`src/fsact_pkg.sv`:
```
// fsact_pkg: shared constants, types and codes for the fifo cache tag directory
// no dependencies; every other file in src refers to it by scoped names
`default_nettype none
package fsact_pkg;

  localparam int SETS        = 64;
  localparam int WAYS        = 4;
  localparam int BLOCK_BYTES = 64;
  localparam int ADDR_BITS   = 32;

  localparam int OFF_W   = $clog2(BLOCK_BYTES);
  localparam int SET_W   = $clog2(SETS);
  localparam int WAY_W   = $clog2(WAYS);
  localparam int CNT_W   = $clog2(WAYS + 1);
  localparam int TAG_W   = ADDR_BITS - OFF_W - SET_W;
  localparam int SLOT_W  = SET_W + WAY_W;
  localparam int SLOTS   = SETS * WAYS;

  typedef enum logic [1:0] {
    REQ_READ  = 2'd0,
    REQ_WRITE = 2'd1,
    REQ_FILL  = 2'd2,
    REQ_SPARE = 2'd3
  } req_type_t;

  typedef enum logic [2:0] {
    OUT_HIT            = 3'd0,
    OUT_MISS           = 3'd1,
    OUT_NONE_REPLACED  = 3'd2,
    OUT_CLEAN_REPLACED = 3'd3,
    OUT_DIRTY_REPLACED = 3'd4
  } outcome_t;

  // one way of the directory
  typedef struct packed {
    logic [TAG_W-1:0] tag;
    logic             dirty;
  } entry_t;

  typedef struct packed {
    logic              en;
    logic [SLOT_W-1:0] slot;
    entry_t            data;
  } tag_wr_t;

  // per-set fill count and oldest-way pointer
  typedef struct packed {
    logic [CNT_W-1:0] cnt;
    logic [WAY_W-1:0] ptr;
  } meta_t;

  typedef struct packed {
    logic             en;
    logic [SET_W-1:0] set;
    meta_t            data;
  } meta_wr_t;

endpackage
`default_nettype wire

```
`src/fsact_meta_ram.sv`:
```
// fsact_meta_ram: per-set fill count and oldest-way pointer
// depends on fsact_pkg; a set never written reads as empty via its valid bit
`default_nettype none
module fsact_meta_ram (
  input  wire logic                         clk,
  input  wire logic                         rst,
  input  wire logic [fsact_pkg::SET_W-1:0]  raddr,
  output fsact_pkg::meta_t                  rdata,
  input  fsact_pkg::meta_wr_t               wr
);

  fsact_pkg::meta_t              mem [fsact_pkg::SETS];
  logic [fsact_pkg::SETS-1:0]    vld;
  fsact_pkg::meta_t              mem_q;
  logic                          vld_q;

  always_ff @(posedge clk) begin
    if (wr.en) begin
      mem[wr.set] <= wr.data;
    end
    mem_q <= mem[raddr];
  end

  always_ff @(posedge clk) begin
    if (rst) begin
      vld   <= '0;
      vld_q <= 1'b0;
    end else begin
      if (wr.en) begin
        vld[wr.set] <= 1'b1;
      end
      vld_q <= vld[raddr];
    end
  end

  assign rdata = vld_q ? mem_q : '0;

endmodule
`default_nettype wire

```
`config.mk`:
```
export PLATFORM = sky130hd
export DESIGN_NAME = fsact_meta_ram
export DESIGN_NICKNAME = d
export VERILOG_FILES = /design/src/fsact_pkg.sv /design/src/fsact_meta_ram.sv
export SDC_FILE = /design/constraint.sdc
export NUM_CORES = 1
export LEC_CHECK = 0
export ABC_CLOCK_PERIOD_IN_PS = 2000
export BUFFER_PORTS_ARGS = -buffer_cell sky130_fd_sc_hd__buf_2
export CAP_MARGIN = 20
export CORE_ASPECT_RATIO = 2
export CORE_MARGIN = 8
export CORE_UTILIZATION = 35
export CTS_CLUSTER_DIAMETER = 100
export CTS_CLUSTER_SIZE = 16
export DETAILED_ROUTE_END_ITERATION = 10
export GPL_ROUTABILITY_DRIVEN = 1
export SYNTH_ARGS = -nofsm -noshare
export SYNTH_HDL_FRONTEND = slang
export SYNTH_SLANG_ARGS = --single-unit
```
`constraint.sdc`:
```
create_clock -name clk -period 2 [get_ports clk]
set_input_delay 0 -clock clk [delete_from_list [all_inputs] [get_ports clk]]
set_output_delay 0 -clock clk [all_outputs]
set_load 0.02 [all_outputs]
```
# [After elaboration in Yosys (flattened, before gate mapping)]
# Memories as Yosys holds them, arrays and structs flattened. A register that Yosys moved wholly into a read port is not among the register bits.
# Index checks and enable logic that the tools add are counted.
[op_classes] n_lt_le_gt_ge=3 muxes=7 bitwise=1 reduce_logical=1
[op_table] cell="64-bit OR" count=1
[op_table] cell="6-bit by 7-bit < comparator with 1-bit output, second input constant" count=2
[op_table] cell="1-bit binary-select mux with 6-bit select" count=1
[op_table] cell="1-bit demux with 6-bit select" count=1
[op_table] cell="6-bit by 1-bit greater-or-equal comparator with 1-bit output, second input constant" count=1
[op_table] cell="5-bit two-way mux" count=1
[op_table] cell="1-bit two-way mux" count=4
[op_table] cell="1-bit logical AND" count=1
[totals] reg_bits=65 ramBits=320 in_bits=20 out_inout_bits=5 wordCells=15 n_memories=1
[memory_table] name="mem" words=64 word_bits=5 read_ports=1 rd_ports_with_merged_regs=1 wr=1 line="fsact_meta_ram.sv:12" text="fsact_pkg::meta_t mem [fsact_pkg::SETS];"

# [Depth between registers and ports, before layout]
[logic_depth] word_depth=5 mapped_depth=8 ltp_nobuf=5

# [Least setup slack after synthesis]
# Ideal clock, no wire load.
[synth_path] path_type="flip-flop to flip-flop" start="memory mem[3][0] (netlist bit)" end="register mem_q[0] (netlist name)" setup_time_ns=0.117 arrival_ns=1.523 t_required_ns=1.883 path_slack_ns=0.360 path_stages_with_launch=6 path_buffers=0 synth_period_minus_slack_ns=1.640 path_cell_list="edfxtp_1 mux4_2 nor2b_1 a2111oi_2 a21oi_1 a22o_1"
[synth_lines] item="start: declaration" line="fsact_meta_ram.sv:12"

==> summary.txt <==
Chip Width - 163 um
pwr dens - 861 nW/um^2
Setup Skew - 0.0190 ns
post-synthesis xor/xnor area fraction - 0
post-synthesis mux area share - 0.149
DIE HEIGHT - 310 um
Crit. End Element - register
syn avg cell area - 17.2 um^2
Core Region - 43000 um^2
placed cell count - 1519
total internal power - 11.9 mW
Starting Density - 0.352
Worst-Skew Late Latency - 0.57 ns
die area - 50500 um^2
Net Sw Power - 3.22 mW
Post-Syn Area - 15100 um^2
H-tree Lvls - 1
Final Cell Area - 17600 um^2
fmax - 538 MHz
Clock Power Share - 0.355
gpl congestion - 0.813
max-slew violations - 0
1st-iter DRT viols - 753
final WL - 36000 um
worst hold path class - in2reg
Post-Synthesis Cells - 877
# DRC - 0
Max-slew headroom - 0.450
async set-reset flop share out of synthesis - 0
Sw Ratio - 0.212
Resized cells post-CTS - 0
Yosys cell types - 43
Crit path arrival time - 2.31 ns
initial antenna violation count - 2
Util after Layout - 0.409
Finish-stage setup viols - 0
Inserted Clock Buffers - 28
nets@finish - 1027
clk buf depth - 3
DRT antenna net count - 0
register area share after synthesis - 0.728
clk root buf - clkbuf_16
Flop pwr share - 0.584
largest net degree at the start of global routing - 65
layout cells sized above 1 - 0.271
Worst-path clk slew - 0.08 ns
CTS tree - done
final hold violations - 0
Worst Path Max Fanout - 1
Area growth, synth to finish - 16.3%
largest cells by area after synthesis - edfxtp_1 64%, mux4_2 14%, dfxtp_1 9.3%
Reg-to-Reg Start - mem[5][1]
vias post-DR - 8319
via density per instance - 5.26
port bufs - 24
Syn. warnings - 0
Yosys top cell by area - edfxtp_1
RSZ-0062 raised after global routing - false
fillers - 3870
Min-Delay Startpoint - wr[10]
met2 Track Usage GR - 0.233
largest family of logic cells by synthesized area - multiplexers
status - complete, no violations
first drt pass iteration count - 5
Slew @ Worst Pin - 0.825 ns
Sink Count - 390
max-cap viol count - 0
grt met3 use - 0.0207
adder-cell share of the synthesized area - 0
startpoint types - register
Rows - 108
Max IR drop VDD - 0.754 mV
PnR Total Power - 15.1 mW
post-synth net total - 897
critical path class - reg2reg
DR WL/cell - 22.8 um
minimum clock period - 1.86 ns
met1 Track Usage GR - 0.196
first-pass GRT wire length - 54100 um
Ports - 25
non-filler instance count after layout - 1581
GR peak layer - met2
required time worst endpoint - 2.45 ns
dpl hpwl - 24300 um
placed cell areas - 16700 um^2
Total Routing Usage GR - 0.143
Post-synth EDFFs - 320
vias in the first global route - 8489
Critical Path Source - mem[5][1]
Yosys top cell area share - 0.635
final period utilization - 0.930
Top FF cell, synth - edfxtp_1
Compound-Gate Fraction of Synth Area - 0.0267
Seq cells post-synth - 390
Leak - 5.76 nW
GR Overflow Total - 0
Comb power frac - 0.061
Synth Area in Simple Gates - 0.0789
==> cell usage after synthesis, types with 2 or more instances <==
master,count
and2_1,6
nand3_1,19
nand3b_1,4
buf_6,2
a22oi_1,5
mux2_2,3
buf_4,8
or2_2,3
edfxtp_1,320
o311ai_0,2
o21ai_0,5
a211oi_1,2
a21oi_1,3
nor3_1,12
nand4_1,2
buf_2,13
o21ba_2,4
a31oi_1,4
o22a_1,3
nor2_1,191
nand2_1,15
o22ai_1,16
dfxtp_1,70
nor2b_1,11
nor4_1,2
mux2i_1,4
mux4_2,97
o211ai_1,3
o221ai_1,2
clkbuf_1,23
nand2b_1,11
==> final timing paths <==
| path | endpoint | slack [ns] | cells past startpoint |
|---|---|---|---|
| max | mem_q[1] | 0.14 | 5 |
| min | vld[49] | 0.05 | 5 |
| max reg2reg | mem_q[1] | 0.14 | 5 |
| min reg2reg | vld[30] | 0.47 | 2 |
==> routing by layer <==
layer,vias to the layer above,wire length (um)
li1,3665,-
met1,4323,15200
met5,-,0
met3,50,2330
met4,0,798
met2,281,17700
==> metrics by stage <==
step                setup WS [ns]  hold slack [ns]  setup TNS (ns)
floorplan                   0.360           0.0989               0
global placement         -0.00844            0.427        -0.00844
detailed placement        -0.0437            0.443         -0.0437
CTS                        0.0856           0.0223               0
global route               0.0842           0.0406               0
finish                      0.140           0.0462               0
==> state kept, by name (all words and copies together), names as in the netlist <==
register  count
mem_q         5
mem         320
vld          64
vld_q         1
==> power groups by stage <==
stage / Sequential, mW / Combinational, mW / Clock (mW)
5_1_grt: 8.86 / 0.983 / 5.73
3_5_place_dp: 9.04 / 0.917 / 0
6_report: 8.85 / 0.921 / 5.37
4_1_cts: 8.85 / 0.930 / 5.48
2_1_floorplan: 9.03 / 0.501 / 0
3_3_place_gp: 9.04 / 0.899 / 0
==> critical path: stages (launching register included) <==
cell	delay [ns]
edfxtp_1	0.39
mux4_2	0.46
mux2_2	0.28
o311ai_1	0.38
buf_4	0.18
o21ai_1	0.05
==> cell type report <==
| cell class | count | area, um^2 | share of cell area |
|---|---|---|---|
| Clock buffer | 51 | 808 | 0.0460 |
| Clock inverter | 1 | 11.3 | 0.000640 |
| Timing Repair Buffer | 148 | 1200 | 0.0685 |
| Antenna cell | 2 | 5.00 | 0.000285 |
| Inverter | 1 | 3.75 | 0.000213 |
| Sequential cell | 390 | 11000 | 0.626 |
| Multi-Input combinational cell | 438 | 3850 | 0.219 |
| Tap cell | 550 | 688 | 0.0391 |
==> cell families after synthesis <==
kind of cell	after synthesis
muxes	104
buffers and inverters	49
and+or+nand+nor	278
DFF	390
AOI/OAI and AO/OA	56
==> layout by cell type, fill, tap and decap left out, types with 5 or more instances in the layout <==
| master | count |
|---|---|
| a22oi_1 | 5 |
| and2_1 | 6 |
| buf_12 | 10 |
| buf_2 | 22 |
| buf_4 | 107 |
| clkbuf_1 | 22 |
| clkbuf_16 | 29 |
| dfxtp_1 | 70 |
| dlygate4sd3_1 | 8 |
| edfxtp_1 | 320 |
| mux4_2 | 97 |
| nand2_1 | 15 |
| nand2b_1 | 11 |
| nand3_1 | 19 |
| nor2_1 | 191 |
| nor2b_1 | 11 |
| nor3_1 | 12 |
| o21ai_0 | 5 |
| o22ai_1 | 16 |
==> timing repair <==
item / in CTS / in global routing
buffers inserted: 0 / 0
hold buffers: 8 / 0
endpoints found under the hold margin: 61 / 0
setup endpoints to repair: 0 / 0
No activity file was read; power rests on OpenSTA's default activity.
