===== src/fsact_pkg.sv =====
// fsact_pkg: shared constants, types and codes for the fifo cache tag directory
// no dependencies; every other file in src refers to it by scoped names
`default_nettype none
package fsact_pkg;

  localparam int SETS        = 64;
  localparam int WAYS        = 4;
  localparam int BLOCK_BYTES = 64;
  localparam int ADDR_BITS   = 32;

  localparam int OFF_W   = $clog2(BLOCK_BYTES);
  localparam int SET_W   = $clog2(SETS);
  localparam int WAY_W   = $clog2(WAYS);
  localparam int CNT_W   = $clog2(WAYS + 1);
  localparam int TAG_W   = ADDR_BITS - OFF_W - SET_W;
  localparam int SLOT_W  = SET_W + WAY_W;
  localparam int SLOTS   = SETS * WAYS;

  typedef enum logic [1:0] {
    REQ_READ  = 2'd0,
    REQ_WRITE = 2'd1,
    REQ_FILL  = 2'd2,
    REQ_SPARE = 2'd3
  } req_type_t;

  typedef enum logic [2:0] {
    OUT_HIT            = 3'd0,
    OUT_MISS           = 3'd1,
    OUT_NONE_REPLACED  = 3'd2,
    OUT_CLEAN_REPLACED = 3'd3,
    OUT_DIRTY_REPLACED = 3'd4
  } outcome_t;

  // one way of the directory
  typedef struct packed {
    logic [TAG_W-1:0] tag;
    logic             dirty;
  } entry_t;

  typedef struct packed {
    logic              en;
    logic [SLOT_W-1:0] slot;
    entry_t            data;
  } tag_wr_t;

  // per-set fill count and oldest-way pointer
  typedef struct packed {
    logic [CNT_W-1:0] cnt;
    logic [WAY_W-1:0] ptr;
  } meta_t;

  typedef struct packed {
    logic             en;
    logic [SET_W-1:0] set;
    meta_t            data;
  } meta_wr_t;

endpackage
`default_nettype wire


===== src/fsact_ctrl.sv =====
// fsact_ctrl: request sequencer with the shared tag comparator
// depends on fsact_pkg; drives fsact_tag_ram and fsact_meta_ram
`default_nettype none
module fsact_ctrl (
  input  wire logic                             clk,
  input  wire logic                             rst,
  input  wire logic                             in_valid,
  output logic                                  idle,
  input  wire logic [1:0]                       req_type,
  input  wire logic [fsact_pkg::ADDR_BITS-1:0]  addr,
  input  wire logic                             fill_dirty,
  input  wire logic                             out_free,
  output logic                                  done,
  output fsact_pkg::outcome_t                   res,
  output logic [fsact_pkg::SET_W-1:0]           meta_raddr,
  input  fsact_pkg::meta_t                      meta_rdata,
  output fsact_pkg::meta_wr_t                   meta_wr,
  output logic [fsact_pkg::SLOT_W-1:0]          tag_raddr,
  input  fsact_pkg::entry_t                     tag_rdata,
  output fsact_pkg::tag_wr_t                    tag_wr
);

  typedef enum logic [4:0] {
    S_IDLE  = 5'b00001,
    S_META  = 5'b00010,
    S_CHECK = 5'b00100,
    S_EVICT = 5'b01000,
    S_DONE  = 5'b10000
  } state_t;

  state_t                          state, state_next;
  logic [fsact_pkg::SET_W-1:0]     req_set;
  logic [fsact_pkg::TAG_W-1:0]     req_tag;
  logic                            req_dirty;
  logic                            is_fill;
  logic                            is_write;
  logic [fsact_pkg::WAY_W-1:0]     ptr;
  logic [fsact_pkg::WAY_W-1:0]     cur_way, cur_way_next;
  logic [fsact_pkg::CNT_W-1:0]     left, left_next;
  fsact_pkg::outcome_t             res_next;
  logic                            set_full;
  logic                            tag_match;
  logic [fsact_pkg::WAY_W-1:0]     newest_way;

  assign idle       = (state == S_IDLE);
  assign meta_raddr = addr[fsact_pkg::OFF_W +: fsact_pkg::SET_W];
  assign set_full   = (meta_rdata.cnt == fsact_pkg::CNT_W'(fsact_pkg::WAYS));
  assign tag_match  = (tag_rdata.tag == req_tag);
  // ring position just past the last valid entry
  assign newest_way = fsact_pkg::WAY_W'(meta_rdata.ptr + meta_rdata.cnt[fsact_pkg::WAY_W-1:0]);

  always_comb begin
    state_next   = state;
    cur_way_next = cur_way;
    left_next    = left;
    res_next     = res;
    done         = 1'b0;
    tag_raddr    = {req_set, cur_way};
    tag_wr       = '0;
    meta_wr      = '0;
    unique case (state)
      S_IDLE: begin
        if (in_valid) begin
          state_next = S_META;
        end
      end
      S_META: begin
        if (is_fill) begin
          if (set_full) begin
            tag_raddr  = {req_set, meta_rdata.ptr};
            state_next = S_EVICT;
          end else begin
            tag_wr.en         = 1'b1;
            tag_wr.slot       = {req_set, newest_way};
            tag_wr.data.tag   = req_tag;
            tag_wr.data.dirty = req_dirty;
            meta_wr.en        = 1'b1;
            meta_wr.set       = req_set;
            meta_wr.data.cnt  = meta_rdata.cnt + fsact_pkg::CNT_W'(1);
            meta_wr.data.ptr  = meta_rdata.ptr;
            res_next          = fsact_pkg::OUT_NONE_REPLACED;
            state_next        = S_DONE;
          end
        end else if (meta_rdata.cnt == '0) begin
          res_next   = fsact_pkg::OUT_MISS;
          state_next = S_DONE;
        end else begin
          // newest entry first
          cur_way_next = newest_way - fsact_pkg::WAY_W'(1);
          left_next    = meta_rdata.cnt;
          tag_raddr    = {req_set, cur_way_next};
          state_next   = S_CHECK;
        end
      end
      S_CHECK: begin
        if (tag_match) begin
          if (is_write) begin
            tag_wr.en         = 1'b1;
            tag_wr.slot       = {req_set, cur_way};
            tag_wr.data.tag   = req_tag;
            tag_wr.data.dirty = 1'b1;
          end
          res_next   = fsact_pkg::OUT_HIT;
          state_next = S_DONE;
        end else if (left == fsact_pkg::CNT_W'(1)) begin
          res_next   = fsact_pkg::OUT_MISS;
          state_next = S_DONE;
        end else begin
          cur_way_next = cur_way - fsact_pkg::WAY_W'(1);
          left_next    = left - fsact_pkg::CNT_W'(1);
          tag_raddr    = {req_set, cur_way_next};
        end
      end
      S_EVICT: begin
        res_next          = tag_rdata.dirty ? fsact_pkg::OUT_DIRTY_REPLACED
                                            : fsact_pkg::OUT_CLEAN_REPLACED;
        tag_wr.en         = 1'b1;
        tag_wr.slot       = {req_set, ptr};
        tag_wr.data.tag   = req_tag;
        tag_wr.data.dirty = req_dirty;
        meta_wr.en        = 1'b1;
        meta_wr.set       = req_set;
        meta_wr.data.cnt  = fsact_pkg::CNT_W'(fsact_pkg::WAYS);
        meta_wr.data.ptr  = ptr + fsact_pkg::WAY_W'(1);
        state_next        = S_DONE;
      end
      S_DONE: begin
        if (out_free) begin
          done       = 1'b1;
          state_next = S_IDLE;
        end
      end
      default: begin
        state_next = S_IDLE;
      end
    endcase
  end

  always_ff @(posedge clk) begin
    if (rst) begin
      state <= S_IDLE;
    end else begin
      state <= state_next;
    end
  end

  always_ff @(posedge clk) begin
    cur_way <= cur_way_next;
    left    <= left_next;
    res     <= res_next;
    if (state == S_IDLE) begin
      req_set   <= addr[fsact_pkg::OFF_W +: fsact_pkg::SET_W];
      req_tag   <= addr[fsact_pkg::ADDR_BITS-1 : fsact_pkg::OFF_W + fsact_pkg::SET_W];
      req_dirty <= fill_dirty;
      is_fill   <= (req_type == fsact_pkg::REQ_FILL);
      is_write  <= (req_type == fsact_pkg::REQ_WRITE);
    end
    if (state == S_META) begin
      ptr <= meta_rdata.ptr;
    end
  end

endmodule
`default_nettype wire


===== config.mk =====
export PLATFORM = sky130hd
export DESIGN_NAME = fsact_ctrl
export DESIGN_NICKNAME = d
export VERILOG_FILES = /design/src/fsact_pkg.sv /design/src/fsact_ctrl.sv
export SDC_FILE = /design/constraint.sdc
export NUM_CORES = 1
export LEC_CHECK = 0
export BUFFER_PORTS_ARGS = -buffer_cell sky130_fd_sc_hd__buf_2
export CAP_MARGIN = 0
export CELL_PAD_IN_SITES_DETAIL_PLACEMENT = 1
export CELL_PAD_IN_SITES_GLOBAL_PLACEMENT = 1
export CORE_MARGIN = 5
export CORE_UTILIZATION = 37
export CTS_BUF_LIST = sky130_fd_sc_hd__clkbuf_8
export DETAILED_ROUTE_END_ITERATION = 8
export GPL_ROUTABILITY_DRIVEN = 1
export PLACE_DENSITY_LB_ADDON = 0.1
export SYNTH_ARGS = -nofsm -noshare
export SYNTH_HDL_FRONTEND = slang
export SYNTH_SLANG_ARGS = --single-unit

===== constraint.sdc =====
create_clock -name clk -period 5.25 [get_ports clk]
set_clock_uncertainty 0.15 [all_clocks]
set_input_delay 0.2625 -clock clk [delete_from_list [all_inputs] [get_ports clk]]
set_output_delay 0.2625 -clock clk [all_outputs]
set_load 0.005 [all_outputs]

; Word-level counts from Yosys, hierarchy flattened
; Index checks and enable logic that the tools add are counted.
; W data, S select, Z words.
[totals]
ff_bits = 44
in_bits = 65
[classes]
add_sub_neg = 6
n_eq_ne = 19
mux = 41
n_reduce_logical = 6
[op_table]
columns = cell, count
row1 = $mux W30, 4
row2 = $pmux W30 S3, 1
row3 = $mux W5, 7
row4 = $mux W3, 10
row5 = $pmux W5 S5, 1
row6 = $mux W12, 2
row7 = $pmux W12 S2, 1
row8 = $eq A20 B20 Y1, 1
row9 = $mux W2, 9
row10 = $ne A2 B2 Y1 const B, 6
row11 = $ne A3 B3 Y1 const B, 3
row12 = $pmux W3 S3, 1
row13 = $pmux W2 S2, 2
row14 = $pmux W3 S2, 1
row15 = $eq A5 B1 Y1 const B, 1
row16 = $eq A5 B2 Y1 const B, 1
row17 = $eq A5 B3 Y1 const B, 1
row18 = $eq A5 B4 Y1 const B, 1
row19 = $eq A5 B5 Y1 const B, 1
row20 = $reduce_and A5 Y1, 1
row21 = $reduce_and A4 Y1, 1
row22 = $sub A2 B1 Y2 const B, 2
row23 = $add A3 B1 Y3 const B, 1
row24 = $eq A3 B1 Y1 const B, 1
row25 = other kinds (11), 12

; Depth between registers and ports, before layout
; Gate-level depths: netlist of the first run.
[depth]
ltp_word = 5
depth_mapped = 7

; Worst setup path after synthesis of the first run
; OpenSTA, ideal clock, no wires.
[synth_timing]
path_type = register -> output
from = register state[4]
to = output tag_raddr[1] (netlist name)
t_arrival_ns = 1.789
t_required_ns = 4.838
setup_slack_ns = 3.048
stages_incl_launch_ff = 6
cell_sequence = dfxtp_1 -> or3_4 -> or3b_4 -> or3_1 -> a21o_1 -> mux2i_1
[synth_between]
elab_chain_len = 2
word_cells_on_any_way = 3
[synth_lines]
columns = item, line
row1 = start: declaration, fsact_ctrl.sv:31  ; state_t state, state_next;
row2 = start signal: assignment, fsact_ctrl.sv:143  ; state <= state_next;
row3 = $eq A5 B3 Y1 or $eq A5 B2 Y1 (tied branches), fsact_ctrl.sv:61  ; unique case (state)
row4 = $pmux W2 S2 *, fsact_ctrl.sv:61
row5 = end: declaration, fsact_ctrl.sv:18  ; output logic [fsact_pkg::SLOT_W-1:0] tag_raddr,
; Mark *: on every way between the ends. The rest lies on a longest branch, timed or not.

==> results of run 1 <==
[flip-flops by register name, indices dropped and copies added (netlist names)]
register	count
req_tag	20
res	3
left	3
cur_way	2
is_write	1
req_dirty	1
is_fill	1
req_set	6
state	5
ptr	2
[worst max-delay path by stage]
stage / startpoint / to / slack, ns / cells after the start
final: state[0] / tag_wr[4] / 2.07 / 7
after global routing: state[0] / tag_wr[20] / 1.78 / 7
after CTS: state[0] / tag_wr[18] / 2.01 / 7
after detailed placement: meta_rdata[2] / tag_wr[18] / 2.24 / 8
after global placement: meta_rdata[2] / tag_wr[4] / 2.22 / 8
after floorplan: state[4] / tag_raddr[1] / 3.05 / 5
[timing repair]
| action | CTS | global route |
|---|---|---|
| hold buffers | 26 | 0 |
| gates resized for setup | 0 | 0 |
| endpoints found under the hold margin | 26 | 0 |
[per-stage QoR]
step                      setup WS (ns)  hold slack [ns]  cells  util [%]
after global routing               1.78          0.00208    450      52.5
final                              2.07          0.00925    450      52.5
after global placement             2.22            0.289    416      46.9
after detailed placement           2.24            0.291    416      46.9
after floorplan                    3.05            0.196    229         -
after CTS                          2.01          0.00664    450      52.5
[area by class of cell]
cell class	count	area, um^2
Clock inverter	3	42.5
Fill cell	789	3170
Inverter	9	33.8
Tap cell	80	100
Clock buffer	5	68.8
Sequential cell	44	1270
Timing Repair Buffer	148	878
Multi-Input combinational cell	161	1110
[cell families (layout without fill, tap and decap cells)]
kind of cell	count (synthesis)	in the layout	synth area share, %
AO/OA/AOI/OAI	60	60	16.6
XOR/XNOR	26	26	9.68
adder cells (fa/ha/maj)	5	5	2.51
buffers and inverters	24	165	4.52
flip-flops	44	44	51.0
multiplexers	2	2	0.803
AND/OR/NAND/NOR	68	68	14.9
[worst register-to-register path: cells and delay by family, from the launching register on]
kind	cells	cell delay, ns
compound gates	1	0.52
flops	1	0.36
simple gates	3	1.08
[layer usage]
metal	vias up	share of wire, %	global-route usage (%)
li1	1111	-	-
met1	1070	41	20.1
met2	70	51	33.2
met3	2	7.4	6.23
met4	0	0.50	3.71
met5	-	0	0
[cells in the final DEF (no fill, tap or decap), types with 3 or more instances in the layout]
master,instances
sky130_fd_sc_hd__dfxtp_1,5
sky130_fd_sc_hd__nand2_1,15
sky130_fd_sc_hd__ha_1,5
sky130_fd_sc_hd__dlygate4sd3_1,26
sky130_fd_sc_hd__nand2b_1,3
sky130_fd_sc_hd__nor3_1,5
sky130_fd_sc_hd__nand3_1,5
sky130_fd_sc_hd__buf_2,119
sky130_fd_sc_hd__nand4_1,6
sky130_fd_sc_hd__inv_1,9
sky130_fd_sc_hd__nor2_1,10
sky130_fd_sc_hd__a21boi_0,26
sky130_fd_sc_hd__o221ai_1,3
sky130_fd_sc_hd__o21ai_0,12
sky130_fd_sc_hd__edfxtp_1,39
sky130_fd_sc_hd__a21oi_1,5
sky130_fd_sc_hd__buf_4,3
sky130_fd_sc_hd__nor2b_1,10
sky130_fd_sc_hd__and3_1,3
sky130_fd_sc_hd__clkbuf_8,5
sky130_fd_sc_hd__xnor2_1,25
[power by group]
part           internal [mW]  switching [mW]  total [mW]  leakage [nW]
registers              0.561          0.0919       0.653         0.419
logic                  0.205           0.230       0.434          1.10
clock network          0.141           0.124       0.265        0.0558
==> metrics.sh, run 1 <==
HOLDPATHEND='req_set[5]'
POST_DRT_VIA_CELL_RATIO=5.01
CLKSLEWWORSTSETUPHOLDPATHS_NS=0.09
CRITPATHSLOWESTCELL='sky130_fd_sc_hd__nor2_2'
SYNTH.LIB_CELLS_USED.DISTINCT=38
IOS=126
RSZ0062_AT_GRT='false'
GRT-OVFL-TOTAL=0
CRIT-REG2REG-CAPTURE='res[2]'
PIN_COUNT_OF_THE_BIGGEST_NET_ENTERING_GLOBAL_ROUTING=35
SYNTHDOMINANTAREACELLTYPE='sky130_fd_sc_hd__edfxtp_1'
SLEW-LIMIT-HEADROOM_PCT=19.9
AREA_INSIDE_THE_CORE_BOUNDARY_UM2=6680
CP_CELL_SEQUENCE='or3_4, nor3b_2, buf_4, and3_1, nor2_2, a21boi_0, buf_2'
FINAL-SETUP-VIOL-COUNT=0
WORST_R2R_PATH_CELLS=4
CLK_PATH_BUF_DEPTH=2
HOLDPATHSTAGES=1
PLACEDINSTANCEAREA_UM2=3140
YS_DOMINANT_REG_CELL='sky130_fd_sc_hd__edfxtp_1'
CTS_MADE_BUFFERS=5
INITIAL_UTIL_PCT=37.3
LAYOUT_WORST_PATH_CYCLE_SHARE_PCT=60.6
TRITONCTS='yes'
TIMING.MAX_CAP.VIOLATIONS=0
FRACTION_OF_POST_SYNTHESIS_CELL_AREA_IN_THE_TOP_CELL_TYPE_BY_AREA_PCT=47.0
MAX_STAGE_DELAY_NS=0.91
NETLIST_TOP_CELLS_COUNT='sky130_fd_sc_hd__edfxtp_1 (39), sky130_fd_sc_hd__a21boi_0 (26), sky130_fd_sc_hd__xnor2_1 (25)'
SYNTH.AREA.TOP_CELLS='sky130_fd_sc_hd__edfxtp_1 (47%), sky130_fd_sc_hd__xnor2_1 (8.8%), sky130_fd_sc_hd__a21boi_0 (7.8%)'
TIME_THE_FINAL_WORST_PATH_NEEDS_WITH_I_O_DELAYS_AND_SETUP_NS=3.18
DPL.HPWL_UM=5560
DETAILROUTE.VIA_COUNT=2253
TRACK_USAGE_PCT=18.0
POWER.DENSITY_nW_PER_UM2=386
ASYNC_RESET_FF_SHARE_PCT=0
WORST_PATH_DOMINANT_CELL_FAMILY='simple AND/OR/NAND/NOR gates'
POST_SYNTH.CELL_AREA_AVG_UM2=10.9
TIMING.RR.START='state[4]'
DRTITER0DRC=60
YOSYSWARNINGS=0
LAYOUT-DRIVE-GT1-SHARE_PCT=35.9
WORST_SETUP_PATH_END_KIND='output port'
GRT_FIRST_PASS_WIRELENGTH_UM=12200
REG2REG_SLACK_NS=2.87
DRTPASS1ITERATIONS=4
CP.BUFFERS_INVERTERS=2
NUM-NETS-FINAL=439
SYNTH_ENABLE_FLOP_CELLS=39
STATIC-LEAKAGE-POWER_nW=1.58
POST-SYNTH-TOP-COUNT-CELL='sky130_fd_sc_hd__edfxtp_1'
REPORT.FINAL.SLEW_VIOL_COUNT=0
PLACEMENT_ROWS=30
YS_SEQ_ELEMENTS=44
PLACEMENT.IO_BUFFERS=119
FLOORPLAN.DIE.WIDTH_UM=92.1
FINISH.INSTANCE_AREA_UM2=3510
CRIT_REQUIRED_NS=4.84
CTS-ROOT-BUF='sky130_fd_sc_hd__clkbuf_8'
DIE_AREA_UM2=8480
SYNTH_NETS=299
H-TREE-DEPTH=2
GRT_ANTENNA_BEFORE_REPAIR=0
ROUTE.ANTENNA.REMAINING_NETS=0
WORST_HOLD_STARTPOINT='addr[11]'
GP_CONGESTION=0.770
FINALSETUPTNS_NS=0
CLKSINKCOUNT=44
CLKLATENCYLATEPIN_NS=0.30
DIEHEIGHT_UM=92.1
STATUS='finished clean'
HOLD_PATH.CLASS='input port to register'
CRITICAL_PATH_CLASS='register to output port'
CP_MAX_FO=34
MAX_CLOCK_FREQ_MHz=314
FLOW.AREA_GROWTH_FROM_SYNTHESIS_PCT=40.6
POST_SYNTH_INST_COUNT=229
ROUTED_WL_UM=7550
POST-LAYOUT-TOTAL-POWER_mW=1.35
ROUTED_WIRE_LENGTH_PER_INSTANCE_UM=16.8
CRIT_ARRIVAL_NS=2.77
SYNTH.CELL_AREA_UM2=2490
FINALHOLDVIOLCOUNT=0
YS_SEQ_AREA_SHARE_PCT=51.0
CP-START-KIND='register'
POWER.IR.VDD_WORST_uV=152
WORSTMARGINPINSLEW_NS=1.20
GRT_PASS1_VIAS=2475
REMAINING_DRC_ERRORS=0
N_ANTENNA_CELL=0
POST_CTS.REPAIR.SETUP_BUFFERS=0
Note: power is estimated with default switching activity, not from simulation.
==> run 2: changes to the inputs <==
--- a/config.mk
+++ b/config.mk
@@ -5,12 +5,13 @@
 export SDC_FILE = /design/constraint.sdc
 export NUM_CORES = 1
 export LEC_CHECK = 0
+export ABC_AREA = 1
 export BUFFER_PORTS_ARGS = -buffer_cell sky130_fd_sc_hd__buf_2
 export CAP_MARGIN = 0
 export CELL_PAD_IN_SITES_DETAIL_PLACEMENT = 1
 export CELL_PAD_IN_SITES_GLOBAL_PLACEMENT = 1
 export CORE_MARGIN = 5
-export CORE_UTILIZATION = 37
+export CORE_UTILIZATION = 32
 export CTS_BUF_LIST = sky130_fd_sc_hd__clkbuf_8
 export DETAILED_ROUTE_END_ITERATION = 8
 export GPL_ROUTABILITY_DRIVEN = 1
==> constraint.sdc (replaced) <==
create_clock -name clk -period 2.85 [get_ports clk]
set_clock_uncertainty 0.15 [all_clocks]
set_input_delay 0.1425 -clock clk [delete_from_list [all_inputs] [get_ports clk]]
set_output_delay 0.1425 -clock clk [all_outputs]
set_load 0.005 [all_outputs]
==> run 2 against run 1 <==
Non-clock buffer count rose by 7. Clock power rose by 41%. Sequential power rose by 51%. First-iteration DRC count fell by 42%. Register-to-register slack got worse by 2.1 ns. Synthesized cell count rose by 45%. Largest cell class unchanged. Flip-flop and latch count did not move.
==> metrics.sh, run 2 <==
STATUS='finished clean'
POSTCTSRESIZEDCELLS=0
CP_MAX_FO=15
INITIAL_UTIL_PCT=32.9
NUM-FILL-CELLS=1085
SYNTH.AREA.MUX_SHARE_PCT=0
CRIT_ARRIVAL_NS=2.29
H-TREE-DEPTH=2
FINALSETUPTNS_NS=0
CRIT_REQUIRED_NS=2.56
YOSYSWARNINGS=0
CP.BUFFERS_INVERTERS=2
PLACEMENT.IO_BUFFERS=119
CLKSLEWWORSTSETUPHOLDPATHS_NS=0.08
FINAL-SETUP-VIOL-COUNT=0
REMAINING_DRC_ERRORS=0
FRACTION_OF_POST_SYNTHESIS_CELL_AREA_IN_THE_TOP_CELL_TYPE_BY_AREA_PCT=40.8
MET3_USAGE_PCT=3.08
REGISTERS_WITH_THE_HIGHEST_FLIP_FLOP_COUNTS='req_tag: 20 flops, req_set: 6 flops, state: 5 flops'
LAYOUT_WORST_PATH_CYCLE_SHARE_PCT=90.8
SYNTH.CELL_AREA_UM2=2870
LARGEST_REGISTER_FFS=20
WORST_SETUP_PATH_END_KIND='output port'
NUM-NETS-FINAL=552
COMPOUND_CELL_AREA_SHARE_OF_THE_YOSYS_NETLIST_PCT=13.8
DRTITER0DRC=35
SYNTH-ADDER-AREA-SHARE_PCT=2.18
TIMING.MAX_CAP.VIOLATIONS=0
LARGEST_FAMILY_OF_LOGIC_CELLS_BY_SYNTHESIZED_AREA='simple AND/OR/NAND/NOR gates'
TRACK_USAGE_PCT=15.2
YS_SEQ_ELEMENTS=44
DRTPASS1ITERATIONS=4
REPORT.FINAL.SLEW_VIOL_COUNT=0
GRT_FIRST_PASS_WIRELENGTH_UM=13600
AREA_INSIDE_THE_CORE_BOUNDARY_UM2=8720
REGISTERS.TOP_BY_FF_COUNT='req_tag'
CRITICAL_PATH_CLASS='register to output port'
WORST_PATH_DOMINANT_CELL_FAMILY='simple AND/OR/NAND/NOR gates'
GP_CONGESTION=0.811
YS_DOMINANT_REG_CELL='sky130_fd_sc_hd__edfxtp_1'
NETLIST_TOP_CELLS_COUNT='sky130_fd_sc_hd__nand2_1 (80), sky130_fd_sc_hd__inv_1 (60), sky130_fd_sc_hd__edfxtp_1 (39)'
GLOBAL_ROUTING_S_BUSIEST_LAYER='met2'
WORSTMARGINPINSLEW_NS=0.555
CP-START-KIND='register'
CLK_PATH_BUF_DEPTH=2
MAX_CLOCK_FREQ_MHz=387
CTS_MADE_BUFFERS=5
ROUTE.ANTENNA.REMAINING_NETS=0
ROUTED_WL_UM=8620
LAYOUT-DRIVE-GT1-SHARE_PCT=37.1
HOLD_PATH.CLASS='input port to register'
CP_CELL_SEQUENCE='nand2_1, nand2_1, nor2_1, nand2_1, nor2_2, nand3_2, clkinv_2, nand3_2, a21oi_2, buf_2'
YS_SEQ_AREA_SHARE_PCT=44.3
GRT_UTIL_MET1_PCT=17.3
RSZ0062_AT_GRT='false'
SYNTH.LIB_CELLS_USED.DISTINCT=35
POST-LAYOUT-TOTAL-POWER_mW=2.03
DPL.HPWL_UM=6470
MAX_STAGE_DELAY_NS=0.44
POST_CTS.REPAIR.SETUP_BUFFERS=0
SIMPLE_LOGIC_CELL_FRACTION_OF_THE_SYNTHESIZED_AREA_PCT=23.3
DIE_AREA_UM2=11000
SYNTHDOMINANTAREACELLTYPE='sky130_fd_sc_hd__edfxtp_1'
GRT_PASS1_VIAS=2778
DETAILROUTE.VIA_COUNT=2695
USE_MET2_PCT=29.0
CRITPATHSLOWESTCELL='sky130_fd_sc_hd__nand3_2'
PLACEMENT_ROWS=34
SYNTH.AREA.TOP_CELLS='sky130_fd_sc_hd__edfxtp_1 (41%), sky130_fd_sc_hd__nand2_1 (10%), sky130_fd_sc_hd__inv_1 (7.8%)'
FINAL_CELL_MIX='sky130_fd_sc_hd__buf_2 (119), sky130_fd_sc_hd__nand2_1 (80), sky130_fd_sc_hd__inv_1 (62), sky130_fd_sc_hd__edfxtp_1 (39), sky130_fd_sc_hd__dlygate4sd3_1 (33)'
CLKSINKCOUNT=44
PIN_COUNT_OF_THE_BIGGEST_NET_ENTERING_GLOBAL_ROUTING=36
MOST_FREQUENT_STANDARD_CELL_IN_THE_LAYOUT_EXCLUDING_FILL_AND_TAP_CELLS='sky130_fd_sc_hd__buf_2'
FLOORPLAN.DIE.WIDTH_UM=105
TRITONCTS='yes'
PRE_CTS_SLACK_NS=0.460
POST_SYNTH_INST_COUNT=332
TIME_THE_FINAL_WORST_PATH_NEEDS_WITH_I_O_DELAYS_AND_SETUP_NS=2.59
SYNTH-XOR-AREA-SHARE_PCT=3.05
GRT_ANTENNA_BEFORE_REPAIR=0
POWER.IR.VDD_WORST_uV=210
SYNTH_ENABLE_FLOP_CELLS=39
FINALWORSTSETUPSLACK_NS=0.263
MOST_REPEATED_LIBRARY_CELL_ON_THE_CRITICAL_PATH='sky130_fd_sc_hd__nand2_1'
POWER.DENSITY_nW_PER_UM2=514
FLOW.AREA_GROWTH_FROM_SYNTHESIS_PCT=37.3
DIEHEIGHT_UM=105
GRT-OVFL-TOTAL=0
CLKLATENCYLATEPIN_NS=0.29
POST_DRT_VIA_CELL_RATIO=4.56
SYNTH_NETS=402
IOS=126
ROUTED_WIRE_LENGTH_PER_INSTANCE_UM=14.6
POST_SYNTH.CELL_AREA_AVG_UM2=8.65
SLEW-LIMIT-HEADROOM_PCT=63.0
POST-SYNTH-TOP-COUNT-CELL='sky130_fd_sc_hd__nand2_1'
FINALHOLDVIOLCOUNT=0
N_ANTENNA_CELL=0
STATIC-LEAKAGE-POWER_nW=2.02
ASYNC_RESET_FF_SHARE_PCT=0
CTS-ROOT-BUF='sky130_fd_sc_hd__clkbuf_8'
## run 2: changes by cell type in the layout (fill, tap and decap cells not counted), sizes merged, moves of 16 or more
cell and delta:
a21boi -21, a21oi +22, inv +59, nand2 +67, nor2 +24, xnor2 -16
## run 2: routing by layer
layer | part of all wire [%] | vias up
met3 | 4.9 | 9
li1 | - | 1358
met5 | 0 | -
met1 | 41 | 1257
met4 | 1.0 | 0
met2 | 53 | 71
## run 2: timing repair
action / CTS / global route
hold buffers: 33 / 0
endpoints found under the setup margin: 0 / 3
hold endpoints to repair: 35 / 0
## run 2: path summary, 6_finish.rpt
path | from | endpoint | slack, ns | cells after the start
setup / recovery | req_tag[17] | tag_wr[14] | 0.26 | 10
hold / removal | meta_rdata[3] | left[1] | 0.03 | 3
setup reg to reg | state[1] | cur_way[0] | 0.78 | 5
hold reg to reg | state[4] | state[4] | 0.42 | 2
## run 2: cells by family (layout without fill, tap and decap cells)
group	Yosys count	in the layout
flops	44	44
buf+inv	80	230
xor+xnor	10	10
compound gates	51	51
fa+ha+maj	5	5
simple gates	142	143
## run 2: metrics by stage
stage,std cells,util (%),hold WS (ns),area (um^2)
4_1_cts,590,45.1,0.0160,3930
2_1_floorplan,332,-,0.0549,2870
3_3_place_gp,549,40.4,0.170,3520
6_report,591,45.2,0.0277,3940
5_1_grt,591,45.2,0.0237,3940
3_5_place_dp,549,40.4,0.171,3520
## run 2: tightest hold or removal path: stages
cell and delay (ns):
sky130_fd_sc_hd__buf_2 0.10, sky130_fd_sc_hd__nand2_1 0.05, sky130_fd_sc_hd__o21ai_0 0.06
## run 2: power by group
part | internal, mW | switching [mW]
Sequential | 0.894 | 0.0954
Clock | 0.164 | 0.209
Combinational | 0.270 | 0.394
Total | 1.33 | 0.698
## run 2: layout make-up
cell class / instances / area [um^2] / share of cell area [%]
Sequential cell: 44 / 1270 / 32.2
Multi-Input combinational cell: 209 / 1230 / 31.2
Timing Repair Buffer: 155 / 973 / 24.7
Inverter: 67 / 253 / 6.41
Tap cell: 108 / 135 / 3.43
Clock buffer: 5 / 68.8 / 1.75
Clock inverter: 3 / 11.3 / 0.286
==> run 3: changes to the inputs <==
--- a/config.mk
+++ b/config.mk
@@ -11,7 +11,7 @@
 export CELL_PAD_IN_SITES_DETAIL_PLACEMENT = 1
 export CELL_PAD_IN_SITES_GLOBAL_PLACEMENT = 1
 export CORE_MARGIN = 5
-export CORE_UTILIZATION = 32
+export CORE_UTILIZATION = 35
 export CTS_BUF_LIST = sky130_fd_sc_hd__clkbuf_8
 export DETAILED_ROUTE_END_ITERATION = 8
 export GPL_ROUTABILITY_DRIVEN = 1
==> constraint.sdc (replaced) <==
create_clock -name clk -period 2.5 [get_ports clk]
set_clock_uncertainty 0.15 [all_clocks]
set_input_delay 0.125 -clock clk [delete_from_list [all_inputs] [get_ports clk]]
set_output_delay 0.125 -clock clk [all_outputs]
set_load 0.005 [all_outputs]
==> run 3 against run 2 <==
Design area grew 1.1%. Flip-flop and latch count is the same. Critical path depth grew 2. Setup slack lost 0.080 ns. Critical path type is now input port to output port. Largest power group unchanged.
==> metrics.sh, run 3 (synthesis results as in run 2) <==
AREA_INSIDE_THE_CORE_BOUNDARY_UM2=8090
CLKLATENCYLATEPIN_NS=0.30
GRT_FIRST_PASS_WIRELENGTH_UM=13900
DETAILROUTE.VIA_COUNT=2681
MOST_REPEATED_LIBRARY_CELL_ON_THE_CRITICAL_PATH='sky130_fd_sc_hd__nand2_1'
REMAINING_DRC_ERRORS=0
CTS_MADE_BUFFERS=5
FINALSETUPTNS_NS=0
CP_MAX_FO=4
MAX_STAGE_DELAY_NS=0.53
CP.BUFFERS_INVERTERS=3
N_ANTENNA_CELL=0
FLOORPLAN.DIE.WIDTH_UM=101
CP-START-KIND='input port'
MOST_FREQUENT_STANDARD_CELL_IN_THE_LAYOUT_EXCLUDING_FILL_AND_TAP_CELLS='sky130_fd_sc_hd__buf_2'
FLOW.AREA_GROWTH_FROM_SYNTHESIS_PCT=38.8
DRTITER0DRC=44
ROUTED_WIRE_LENGTH_PER_INSTANCE_UM=14.6
REG2REG_SLACK_NS=0.55
HOLD_PATH.CLASS='input port to register'
MET1WIRELENGTH_UM=3400
TRACK_USAGE_PCT=17.3
MET3_WIRELENGTH_UM=370
GRT_PASS1_VIAS=2920
STATIC-LEAKAGE-POWER_nW=2.04
IOS=126
TIME_THE_FINAL_WORST_PATH_NEEDS_WITH_I_O_DELAYS_AND_SETUP_NS=2.32
ROUTED_WL_UM=8590
DPL.HPWL_UM=6610
CLKSINKCOUNT=44
NUM-NETS-FINAL=554
CP_CELL_SEQUENCE='dlygate4sd3_1, buf_2, ha_1, xnor2_1, or2_2, nand2_2, nand2_1, nand3_1, nand2_1, a21oi_2, nand2_1, buf_2'
CLKSLEWWORSTSETUPHOLDPATHS_NS=0.08
DP.CELLS=546
NUM-FILL-CELLS=1013
PIN_COUNT_OF_THE_BIGGEST_NET_ENTERING_GLOBAL_ROUTING=36
DIEHEIGHT_UM=101
WORSTMARGINPINSLEW_NS=0.729
CRITPATHSLOWESTCELL='sky130_fd_sc_hd__dlygate4sd3_1'
PLACEMENT.IO_BUFFERS=119
FINISH.CELL_COUNT_WITHOUT_FILLERS=590
POWER.DENSITY_nW_PER_UM2=607
REGISTERS.TOP_BY_FF_COUNT='req_tag'
ROUTE.ANTENNA.REMAINING_NETS=0
FINALHOLDVIOLCOUNT=0
PLACEMENT_ROWS=33
H-TREE-DEPTH=2
POST_DRT_VIA_CELL_RATIO=4.54
CRIT_REQUIRED_NS=2.23
CRITICAL_PATH_CLASS='input port to output port'
POWER.IR.VDD_WORST_uV=299
REPORT.FINAL.SLEW_VIOL_COUNT=0
STATUS='finished clean'
HIGHEST-SIGNAL-LAYER='met4'
AMOUNT_OF_WIRE_ON_MET2_AFTER_DETAILED_ROUTING_UM=4660
LAYOUT-DRIVE-GT1-SHARE_PCT=37.7
TRITONCTS='yes'
CLK_PATH_BUF_DEPTH=2
REGISTERS_WITH_THE_HIGHEST_FLIP_FLOP_COUNTS='req_tag: 20 flops, req_set: 6 flops, state: 5 flops'
GP_CONGESTION=0.870
WORST_SETUP_PATH_END_KIND='output port'
FINAL-SETUP-VIOL-COUNT=0
CTS-ROOT-BUF='sky130_fd_sc_hd__clkbuf_8'
LAYOUT_WORST_PATH_CYCLE_SHARE_PCT=92.7
MAX_CLOCK_FREQ_MHz=432
CRIT_ARRIVAL_NS=2.04
WORST_PATH_DOMINANT_CELL_FAMILY='buffers and inverters'
GRT_ANTENNA_BEFORE_REPAIR=0
SLEW-LIMIT-HEADROOM_PCT=51.4
FINAL_CELL_MIX='sky130_fd_sc_hd__buf_2 (119), sky130_fd_sc_hd__nand2_1 (79), sky130_fd_sc_hd__inv_1 (60), sky130_fd_sc_hd__edfxtp_1 (39), sky130_fd_sc_hd__dlygate4sd3_1 (34)'
RSZ0062_AT_GRT='false'
INITIAL_UTIL_PCT=35.5
LARGEST_REGISTER_FFS=20
TIMING.MAX_CAP.VIOLATIONS=0
GRT-OVFL-TOTAL=0
DIE_AREA_UM2=10100
DRTPASS1ITERATIONS=4
[run 3: changes by cell type in the layout (fill, tap and decap cells not counted)]
cell,before,now
sky130_fd_sc_hd__buf_4,1,3
sky130_fd_sc_hd__inv_1,62,60
sky130_fd_sc_hd__a21oi_1,5,4
sky130_fd_sc_hd__a21oi_2,22,23
sky130_fd_sc_hd__bufinv_16,0,1
sky130_fd_sc_hd__clkinv_1,1,2
sky130_fd_sc_hd__dlygate4sd3_1,33,34
sky130_fd_sc_hd__nand2_1,80,79
sky130_fd_sc_hd__nand2_2,2,3
sky130_fd_sc_hd__nand3_2,2,1
[run 3: layout make-up]
cell class | count | area, um^2 | share of cell area [%]
Clock buffer | 5 | 68.8 | 1.73
Clock inverter | 3 | 37.5 | 0.942
Inverter | 67 | 253 | 6.34
Multi-Input combinational cell | 208 | 1230 | 30.8
Sequential cell | 44 | 1270 | 31.9
Tap cell | 105 | 131 | 3.30
Timing Repair Buffer | 158 | 998 | 25.0
[run 3: worst paths after layout]
path | from | cells past startpoint | to
max reg2reg | req_tag[10] | 7 | res[0]
max | meta_rdata[0] | 12 | tag_raddr[1]
min | meta_rdata[3] | 3 | left[1]
min reg2reg | state[4] | 2 | state[4]
[run 3: per-stage QoR]
stage | power, mW | cell area [um^2] | hold slack (ns) | setup slack [ns] | utilization (%)
floorplan | 1.58 | 2880 | 0.0374 | 0.386 | -
detailed placement | 1.86 | 3520 | 0.153 | 0.304 | 43.5
global route | 2.59 | 3990 | 0.0102 | 0.0256 | 49.3
CTS | 2.45 | 3980 | 0.00743 | 0.158 | 49.2
global placement | 1.83 | 3520 | 0.152 | 0.331 | 43.5
finish | 2.42 | 3990 | 0.0216 | 0.183 | 49.3
[run 3: timing repair]
action                     CTS  global route
resized for setup            0             2
setup buffers                2             0
setup endpoints to repair    4             1
hold endpoints to repair    35             0
pin swaps                    0             0
hold buffers                34             0
[run 3: routing by layer]
layer  vias to the layer above  track usage [%]
met5                         -                0
met4                         0             6.32
met2                        64             33.5
met3                        12             2.08
met1                      1250             19.0
li1                       1355                -
[run 3: report_power, final]
part | switching [mW] | total (mW) | internal [mW]
logic | 0.449 | 0.756 | 0.307
registers | 0.106 | 1.12 | 1.02
clock network | 0.249 | 0.541 | 0.292
[run 3: worst register-to-register path: cells and delay by family (launching register included)]
kind,cells,cell delay [ns]
flip-flops,1,0.42
AND/OR/NAND/NOR,5,0.79
buffers and inverters,1,0.12
XOR/XNOR,1,0.19
